### src/rtl/core/address_range_group_match_defines.svh
// Assertion macros shared by the address range matcher. They expand to nothing
// when the design is read for synthesis.
`ifndef ADDRESS_RANGE_GROUP_MATCH_DEFINES_SVH
`define ADDRESS_RANGE_GROUP_MATCH_DEFINES_SVH
`ifndef SYNTHESIS
// Checked at every rising edge outside reset.
`define ARGM_ASSERT(lbl, clk, rst_n, prop, msg) \
	lbl: assert property (@(posedge clk) disable iff (!rst_n) prop) else $error(msg);
// Checked at every rising edge, reset included.
`define ARGM_ASSERT_ALWAYS(lbl, clk, prop, msg) \
	lbl: assert property (@(posedge clk) prop) else $error(msg);
`else
`define ARGM_ASSERT(lbl, clk, rst_n, prop, msg)
`define ARGM_ASSERT_ALWAYS(lbl, clk, prop, msg)
`endif
`endif

### src/rtl/core/argm_pkg.sv
package argm_pkg;

	localparam int unsigned ENTRIES_DEF = 16;

	localparam int unsigned MODE_W = 2;
	localparam int unsigned SLOT_W = 4;
	localparam int unsigned HALF_W = 64;
	localparam int unsigned ADDR_W = 2 * HALF_W;
	localparam int unsigned V4_W   = 32;

	// Command codes as they arrive on the mode field.
	localparam logic [MODE_W-1:0] MODE_WRITE  = 2'd0;
	localparam logic [MODE_W-1:0] MODE_DELETE = 2'd1;
	localparam logic [MODE_W-1:0] MODE_QUERY  = 2'd2;

	// Operation kinds after the front end has checked the slot range.
	localparam int unsigned KIND_W = 2;
	localparam logic [KIND_W-1:0] OP_NONE   = 2'd0;
	localparam logic [KIND_W-1:0] OP_WRITE  = 2'd1;
	localparam logic [KIND_W-1:0] OP_DELETE = 2'd2;
	localparam logic [KIND_W-1:0] OP_QUERY  = 2'd3;

	// Command queue between the front and back ends.
	localparam int unsigned QUEUE_DEPTH = 2;
	localparam int unsigned QPTR_W      = 1;
	localparam int unsigned QCNT_W      = 2;

	typedef struct packed {
		logic [KIND_W-1:0] kind;
		logic [SLOT_W-1:0] slot;
		logic              ipv6;
		logic [ADDR_W-1:0] addr;
		logic [ADDR_W-1:0] bound;
	} op_t;

endpackage

### src/rtl/core/argm_front.sv
`include "address_range_group_match_defines.svh"

module argm_front #(
	parameter int unsigned ENTRIES = argm_pkg::ENTRIES_DEF
) (
	input  logic                        clk,
	input  logic                        arst_n,
	input  logic                        in_valid,
	output logic                        in_stall,
	input  logic [argm_pkg::MODE_W-1:0] mode,
	input  logic [argm_pkg::SLOT_W-1:0] slot,
	input  logic                        is_ipv6,
	input  logic [argm_pkg::HALF_W-1:0] addr_hi,
	input  logic [argm_pkg::HALF_W-1:0] addr_lo,
	input  logic [argm_pkg::HALF_W-1:0] bound_hi,
	input  logic [argm_pkg::HALF_W-1:0] bound_lo,
	output logic                        q_valid,
	output argm_pkg::op_t               q_op,
	input  logic                        q_pop
);
	import argm_pkg::*;

	op_t               queue_q [QUEUE_DEPTH];
	logic [QPTR_W-1:0] wr_ptr_q;
	logic [QPTR_W-1:0] rd_ptr_q;
	logic [QCNT_W-1:0] count_q;
	logic              push;
	logic              slot_ok;
	op_t               new_op;

	// Writes and deletes aimed past the table are turned into no-ops here.
	assign slot_ok = (32'(slot) < ENTRIES);

	always_comb begin
		new_op.slot  = slot;
		new_op.ipv6  = is_ipv6;
		new_op.addr  = {addr_hi, addr_lo};
		new_op.bound = {bound_hi, bound_lo};
		unique case (mode)
			MODE_WRITE:  new_op.kind = slot_ok ? OP_WRITE : OP_NONE;
			MODE_DELETE: new_op.kind = slot_ok ? OP_DELETE : OP_NONE;
			MODE_QUERY:  new_op.kind = OP_QUERY;
			default:     new_op.kind = OP_NONE;
		endcase
	end

	assign in_stall = (count_q == QCNT_W'(QUEUE_DEPTH));
	assign push     = in_valid && !in_stall;
	assign q_valid  = (count_q != '0);
	assign q_op     = queue_q[rd_ptr_q];

	always_ff @(posedge clk) begin
		if (push) begin
			queue_q[wr_ptr_q] <= new_op;
		end
	end

	always_ff @(posedge clk or negedge arst_n) begin
		if (!arst_n) begin
			wr_ptr_q <= '0;
			rd_ptr_q <= '0;
			count_q  <= '0;
		end else begin
			if (push) begin
				wr_ptr_q <= wr_ptr_q + QPTR_W'(1);
			end
			if (q_pop) begin
				rd_ptr_q <= rd_ptr_q + QPTR_W'(1);
			end
			if (push && !q_pop) begin
				count_q <= count_q + QCNT_W'(1);
			end else if (!push && q_pop) begin
				count_q <= count_q - QCNT_W'(1);
			end
		end
	end

	`ARGM_ASSERT_ALWAYS(a_queue_bound, clk, count_q <= QCNT_W'(QUEUE_DEPTH), "command queue overfilled")
	`ARGM_ASSERT(a_pop_nonempty, clk, arst_n, q_pop |-> count_q != '0, "pop from an empty command queue")

endmodule

### src/rtl/core/argm_back.sv
`include "address_range_group_match_defines.svh"

module argm_back #(
	parameter int unsigned ENTRIES = argm_pkg::ENTRIES_DEF
) (
	input  logic                        clk,
	input  logic                        arst_n,
	input  logic                        q_valid,
	input  argm_pkg::op_t               q_op,
	output logic                        q_pop,
	output logic                        out_valid,
	input  logic                        out_stall,
	output logic                        matched,
	output logic [argm_pkg::SLOT_W-1:0] match_slot
);
	import argm_pkg::*;

	localparam int unsigned IDX_W = (ENTRIES > 1) ? $clog2(ENTRIES) : 1;

	localparam logic [1:0] ST_IDLE = 2'd0;
	localparam logic [1:0] ST_SCAN = 2'd1;
	localparam logic [1:0] ST_DONE = 2'd2;

	typedef struct packed {
		logic              ipv6;
		logic [ADDR_W-1:0] low;
		logic [ADDR_W-1:0] high;
	} entry_t;

	entry_t             entry_mem [ENTRIES];
	logic [ENTRIES-1:0] valid_q;

	logic [1:0]        state_q;
	logic [IDX_W-1:0]  scan_idx_q;
	logic              issuing_q;
	logic              qv6_q;
	logic [ADDR_W-1:0] qaddr_q;
	logic              found_q;
	logic [SLOT_W-1:0] found_slot_q;

	entry_t            rd_entry_s1;
	logic              rd_valid_s1;
	logic [IDX_W-1:0]  idx_s1;
	logic              last_s1;
	logic              live_s1;

	logic              out_valid_q;
	logic              matched_q;
	logic [SLOT_W-1:0] match_slot_q;

	logic              out_free;
	logic [IDX_W-1:0]  op_idx;
	logic              scan_last;
	logic              in_range;
	logic              hit_s1;
	logic              done_s1;
	logic              load_out;
	logic              load_matched;
	logic [SLOT_W-1:0] load_slot;

	assign out_free  = !out_valid_q || !out_stall;
	assign q_pop     = (state_q == ST_IDLE) && q_valid && out_free;
	assign op_idx    = IDX_W'(q_op.slot);
	assign scan_last = (scan_idx_q == IDX_W'(ENTRIES - 1));

	always_comb begin
		if (qv6_q) begin
			in_range = !(rd_entry_s1.low > qaddr_q) && !(qaddr_q > rd_entry_s1.high);
		end else begin
			in_range = !(rd_entry_s1.low[V4_W-1:0] > qaddr_q[V4_W-1:0]) &&
				!(qaddr_q[V4_W-1:0] > rd_entry_s1.high[V4_W-1:0]);
		end
	end

	assign hit_s1  = (state_q == ST_SCAN) && live_s1 && rd_valid_s1 &&
		(rd_entry_s1.ipv6 == qv6_q) && in_range;
	assign done_s1 = (state_q == ST_SCAN) && live_s1 && (hit_s1 || last_s1);

	always_comb begin
		load_out     = 1'b0;
		load_matched = 1'b0;
		load_slot    = '0;
		if (q_pop && (q_op.kind != OP_QUERY)) begin
			load_out = 1'b1;
		end else if ((state_q == ST_DONE) && out_free) begin
			load_out     = 1'b1;
			load_matched = found_q;
			load_slot    = found_slot_q;
		end
	end

	// Entry storage: one write port for commands, one registered read port for the scan.
	always_ff @(posedge clk) begin
		if (q_pop && (q_op.kind == OP_WRITE)) begin
			entry_mem[op_idx] <= '{ipv6: q_op.ipv6, low: q_op.addr, high: q_op.bound};
		end
		rd_entry_s1 <= entry_mem[scan_idx_q];
		idx_s1      <= scan_idx_q;
	end

	always_ff @(posedge clk) begin
		if (q_pop && (q_op.kind == OP_QUERY)) begin
			qv6_q   <= q_op.ipv6;
			qaddr_q <= q_op.addr;
		end
		if (load_out) begin
			matched_q    <= load_matched;
			match_slot_q <= load_slot;
		end
	end

	always_ff @(posedge clk or negedge arst_n) begin
		if (!arst_n) begin
			valid_q      <= '0;
			state_q      <= ST_IDLE;
			scan_idx_q   <= '0;
			issuing_q    <= 1'b0;
			found_q      <= 1'b0;
			found_slot_q <= '0;
			rd_valid_s1  <= 1'b0;
			last_s1      <= 1'b0;
			live_s1      <= 1'b0;
			out_valid_q  <= 1'b0;
		end else begin
			rd_valid_s1 <= valid_q[scan_idx_q];
			last_s1     <= scan_last;
			live_s1     <= (state_q == ST_SCAN) && issuing_q && !done_s1;

			if (load_out) begin
				out_valid_q <= 1'b1;
			end else if (!out_stall) begin
				out_valid_q <= 1'b0;
			end

			unique case (state_q)
				ST_IDLE: begin
					if (q_pop) begin
						unique case (q_op.kind)
							OP_WRITE:  valid_q[op_idx] <= 1'b1;
							OP_DELETE: valid_q[op_idx] <= 1'b0;
							OP_QUERY: begin
								scan_idx_q <= '0;
								issuing_q  <= 1'b1;
								state_q    <= ST_SCAN;
							end
							default: ;
						endcase
					end
				end
				ST_SCAN: begin
					if (issuing_q) begin
						if (scan_last) begin
							issuing_q <= 1'b0;
						end else begin
							scan_idx_q <= scan_idx_q + IDX_W'(1);
						end
					end
					if (done_s1) begin
						found_q      <= hit_s1;
						found_slot_q <= hit_s1 ? SLOT_W'(idx_s1) : '0;
						issuing_q    <= 1'b0;
						state_q      <= ST_DONE;
					end
				end
				ST_DONE: begin
					if (out_free) begin
						state_q <= ST_IDLE;
					end
				end
				default: state_q <= ST_IDLE;
			endcase
		end
	end

	assign out_valid  = out_valid_q;
	assign matched    = matched_q;
	assign match_slot = match_slot_q;

	`ARGM_ASSERT(a_idle_no_compare, clk, arst_n, state_q == ST_IDLE |-> !live_s1, "compare stage live while idle")
	`ARGM_ASSERT(a_scan_out_empty, clk, arst_n, state_q == ST_SCAN |-> !out_valid_q, "scan running while a result waits")
	`ARGM_ASSERT(a_hit_is_valid, clk, arst_n, (out_valid_q && matched_q) |-> valid_q[IDX_W'(match_slot_q)], "reported slot is not valid")

endmodule

### src/rtl/core/address_range_group_match.sv
// Address range matcher. The block keeps a table of ENTRIES address ranges, each
// with a valid mark, an IPv4/IPv6 tag and inclusive 128-bit lower and upper
// bounds. A word with mode 0 writes the range at the given slot (addr_hi/addr_lo
// is the lower bound, bound_hi/bound_lo the upper bound), mode 1 deletes that
// slot, and mode 2 looks up the address in addr_hi/addr_lo: the result reports
// the lowest valid slot of the same family whose range holds the address, as
// unsigned numbers; IPv4 compares only the low 32 bits of addr_lo and of the
// bounds. Every input word yields exactly one result word; writes, deletes,
// unused mode 3 and misses report matched = 0 and match_slot = 0, and writes or
// deletes to a slot beyond the table are ignored. A two-word command queue sits
// behind the input, so the input can take up to two more words while a lookup
// runs or a result is stalled. A lookup reads the table through its single read
// port one entry per cycle and stops at the first hit, so it holds the execution
// unit until its result is loaded into the output register.
// The valid marks clear at reset; no clearing pass is needed.
module address_range_group_match #(
	parameter int unsigned ENTRIES = argm_pkg::ENTRIES_DEF
) (
	input  logic                        clk,
	input  logic                        arst_n,
	input  logic                        in_valid,
	output logic                        in_stall,
	input  logic [argm_pkg::MODE_W-1:0] mode,
	input  logic [argm_pkg::SLOT_W-1:0] slot,
	input  logic                        is_ipv6,
	input  logic [argm_pkg::HALF_W-1:0] addr_hi,
	input  logic [argm_pkg::HALF_W-1:0] addr_lo,
	input  logic [argm_pkg::HALF_W-1:0] bound_hi,
	input  logic [argm_pkg::HALF_W-1:0] bound_lo,
	output logic                        out_valid,
	input  logic                        out_stall,
	output logic                        matched,
	output logic [argm_pkg::SLOT_W-1:0] match_slot
);
	import argm_pkg::*;

	// Decoded commands travel from the front end to the execution unit.
	logic q_valid;
	op_t  q_op;
	logic q_pop;

	argm_front #(
		.ENTRIES (ENTRIES)
	) u_front (
		.clk      (clk),
		.arst_n   (arst_n),
		.in_valid (in_valid),
		.in_stall (in_stall),
		.mode     (mode),
		.slot     (slot),
		.is_ipv6  (is_ipv6),
		.addr_hi  (addr_hi),
		.addr_lo  (addr_lo),
		.bound_hi (bound_hi),
		.bound_lo (bound_lo),
		.q_valid  (q_valid),
		.q_op     (q_op),
		.q_pop    (q_pop)
	);

	// The execution unit owns the table, runs the scan and holds the output register.
	argm_back #(
		.ENTRIES (ENTRIES)
	) u_back (
		.clk        (clk),
		.arst_n     (arst_n),
		.q_valid    (q_valid),
		.q_op       (q_op),
		.q_pop      (q_pop),
		.out_valid  (out_valid),
		.out_stall  (out_stall),
		.matched    (matched),
		.match_slot (match_slot)
	);

endmodule
### config.mk
export PLATFORM = sky130hd
export DESIGN_NAME = address_range_group_match
export DESIGN_NICKNAME = d
export VERILOG_FILES = /design/src/rtl/core/argm_pkg.sv /design/src/rtl/core/argm_front.sv /design/src/rtl/core/argm_back.sv /design/src/rtl/core/address_range_group_match.sv
export VERILOG_INCLUDE_DIRS = /design/src /design/src/rtl/core
export SDC_FILE = /design/constraint.sdc
export NUM_CORES = 2
export LEC_CHECK = 0
export ABC_CLOCK_PERIOD_IN_PS = 40900
export BUFFER_PORTS_ARGS = -buffer_cell sky130_fd_sc_hd__clkbuf_2
export CAP_MARGIN = 40
export CORE_ASPECT_RATIO = 0.5
export CORE_UTILIZATION = 40
export DETAILED_ROUTE_END_ITERATION = 10
export PLACE_DENSITY = 0.56
export SYNTH_ARGS = -nofsm -noshare
export SYNTH_HDL_FRONTEND = slang
export SYNTH_MEMORY_MAX_BITS = 65536
export SYNTH_SLANG_ARGS = --single-unit
### constraint.sdc
create_clock -name clk -period 40.9 [get_ports clk]
set_input_delay 2.045 -clock clk [delete_from_list [all_inputs] [get_ports clk]]
set_output_delay 2.045 -clock clk [all_outputs]
set_load 0.01 [all_outputs]
==> summary.md <==
| Metric | Value |
|---|---|
| Status | `finished, final reports clean` |
| CP required | `41.53 ns` |
| Worst R2R Setup Slack | `35.12 ns` |
| Met3 routed WL | `22760 um` |
| CTS tree | `yes` |
| Clk_lat worst skew | `0.98 ns` |
| Arrival time worst endpoint | `6.62 ns` |
| CP dominant cell by count | `buf_4` |
| Die Wd | `977.3 um` |
| Final wirelength | `447500 um` |
| DP Wirelength | `254400 um` |
| Rows | `178` |
| Initial antenna violation count | `41` |
| Gr usage total | `18.45%` |
| WL/cell | `29.07 um` |
| Biggest area consumer among synthesized cells | `edfxtp_1` |
| Cts bufs inserted | `456` |
| Gpl congestion | `0.7549` |
| Pre-antenna DRT Iters | `7` |
| Die ar. | `478600 sq um` |
| M1 wire length | `198800 um` |
| Top cell type's share of synthesized area | `75.32%` |
| Initial DRC count | `8164` |
| Critical path type | `in -> reg` |
| Post-CTS setup buffers | `0` |
| Via count | `84150` |
| Worst Hold End | `u_back.found_slot_q[2]` |
| Hold Startpoint | `u_back.idx_s1[2]` |
| DRC violations left | `0` |
| Post-route ant nets | `0` |
| Initial Util | `40.31%` |
| Grt total ovfl | `0` |
| Critical R2R Launch | `u_front.rd_ptr_q` |
| Cts hold-fix bufs | `0` |
| Yosys warnings | `0` |
| Most common cell in the netlist | `edfxtp_1` |
| Slew Limit Fails | `0` |
| Htree depth | `5` |
| Area Growth Syn to Fin | `13.98%` |
| # setup viols final | `0` |
| Critical path's largest stage delay | `0.70 ns` |
| Vias per std cell | `5.466` |
| Tcrit/Tclk final | `14.64%` |
| Cell count after synthesis | `8063` |
| Final cell count without fillers | `15400` |
| PD cells | `68.74 nW/um^2` |
| Sink Count | `5069` |
| Min Hold Slack | `0.4599 ns` |
| CP top delay family | `buffers and inverters` |
| Pleak | `69.51 nW` |
| Post-synthesis async set-or-reset flop share | `0.7102%` |
| RSZ-0062 raised after global routing | `false` |
| Synthesized area | `190300 sq um` |
| Buffers on Ports | `273` |
| Critical Path Start Type | `primary input` |
| Final hold viol count | `0` |
| Top cells by count, synth | `4772 x edfxtp_1, 1290 x mux4_2, 273 x inv_1, 263 x ha_1, 261 x dfxtp_1` |
| Largest cells by area after synthesis | `edfxtp_1 75%, mux4_2 15%, dfxtp_1 2.7%` |
| Post-synthesis sequential area ratio | `78.54%` |
| Die Height | `489.7 um` |
| Hold crit path type | `reg -> reg` |
| Worst clock skew | `0.04066 ns` |
| Final TNS setup | `0 ns` |
| Routed wl met2 | `218100 um` |
| Cell variety after synth | `69` |
| CP bufs+invs | `8` |
| CP max-delay cell | `buf_4` |
| Root Driver | `clkbuf_16` |
| Clock transition at path regs | `0.06 ns` |
| Hold Path Depth | `2` |
| Fin nets | `9228` |
| Top_reg_cell synth | `edfxtp_1` |
| Crit-path max FO | `38` |
| Vias in the first global route | `87330` |
| Dpl cells | `14540` |
| Max frequency | `167.0 MHz` |
| Post-Syn Nets | `8593` |
| Avg Cell Area, Syn | `23.60 sq um` |
| CP endpoint kind | `flop` |
| Top Layer Used | `met5` |
| Post-layout min period | `5.990 ns` |
| Share of post-route cells with drive strength above 1 | `30.50%` |
| Number of synthesized register bits | `5069` |
| Largest net degree at the start of global routing | `117` |
| IO Count | `274` |
| R2r endpoint | `u_back.entry_mem[8][24]` |
| Core ar. | `471900 sq um` |
| Tightest Pin Transition | `1.238 ns` |
| Post-synth EDFFs | `4772` |
| Post_cts resized | `0` |
| First-pass GRT wire length | `639200 um` |
| Crit-path cells | `clkbuf_2 -> a21oi_1 -> nand3_1 -> nor2_4 -> buf_4 -> buf_4 -> buf_16 -> buf_4 -> buf_12 -> buf_4 -> buf_12` |
| Peak supply drop | `0.05344 mV` |
| Relative slew slack | `17.45%` |
| Max cap viols | `0` |
| Reg2Reg Depth | `12` |
| Clock Path Buffers | `4` |
==> worst reg2reg max path, cell delays in order, from the launching register on <==
cell and delay [ns]:
dfrtp_4 0.90, buf_4 0.31, nor2b_1 0.20, a22o_1 0.17, nand3_1 0.34, nor2_4 0.54, buf_4 0.71, buf_4 0.43
buf_16 0.29, buf_4 0.51, buf_12 0.29, buf_4 0.42, buf_12 0.30
==> layout by cell type, fill, tap and decap left out, drive strengths merged, types with 53 or more instances in the layout <==
cell type  count
buf          225
clkinv       152
inv          278
nand2        111
bufinv        53
clkbuf       898
o21ai         55
a21oi        102
nand4         53
edfxtp      4772
dfxtp        261
mux4        1290
ha           263
mux2         258
==> cells by family after synthesis <==
family | count (synthesis) | synth area share [%]
flops | 5069 | 78.54
mux | 1550 | 16.81
buf+inv | 597 | 1.188
simple gates | 320 | 0.8477
fa+ha+maj | 263 | 1.730
compound gates | 258 | 0.8602
xor+xnor | 6 | 0.02763
==> how the worst max path moves through the flow <==
stage | to | from | cells past startpoint
3_5_place_dp | u_back.entry_mem[8][24] | out_stall | 11
3_3_place_gp | u_back.entry_mem[8][24] | out_stall | 8
5_1_grt | u_back.entry_mem[8][24] | out_stall | 11
2_1_floorplan | u_back.entry_mem[14][0] | out_stall | 3
6_report | u_back.entry_mem[8][24] | out_stall | 11
4_1_cts | u_back.entry_mem[8][19] | out_stall | 11
==> report_power, final <==
group | total, mW | switching, mW | internal (mW)
Clock | 4.42 | 1.90 | 2.52
Sequential | 6.74 | 0.172 | 6.57
Combinational | 3.75 | 2.12 | 1.63
==> state kept, by name, indices dropped and copies added (netlist names), 2 cells and up, named ones only <==
register	flops
u_front.count_q	2
u_back.found_slot_q	4
u_back.state_q	2
u_back.rd_entry_s1	257
u_back.qaddr_q	128
u_back.match_slot	4
u_back.scan_idx_q	4
u_back.idx_s1	4
u_back.entry_mem	4112
u_front.queue_q	526
==> layer usage <==
layer / GRT usage (%) / vias to the layer above
li1: - / 35310
met1: 26.57 / 46060
met2: 30.64 / 2220
met3: 2.469 / 547
met4: 3.418 / 14
met5: 0 / -
==> metrics by stage <==
stage | power [mW] | area [sq um] | util [%] | setup WS (ns)
floorplan | 9.391 | 190300 | - | 26.78
global placement | 10.57 | 199900 | 42.36 | 33.38
detailed placement | 10.70 | 201500 | 42.69 | 33.87
CTS | 15.11 | 216800 | 45.95 | 34.91
global route | 15.51 | 216800 | 45.95 | 34.69
finish | 14.91 | 216900 | 45.95 | 34.91
==> cell type report <==
| cell class | count | area, sq um |
|---|---|---|
| antenna | 5 | 12.51 |
| multi-input combinational | 2397 | 38720 |
| clock buffer | 625 | 12780 |
| sequential | 5069 | 149400 |
| timing repair buffer | 500 | 4400 |
| fill | 38690 | 255100 |
| clock inverter | 225 | 2590 |
| inverter | 274 | 1028 |
| tap | 6300 | 7883 |
Power figures use the tool's default switching activity.
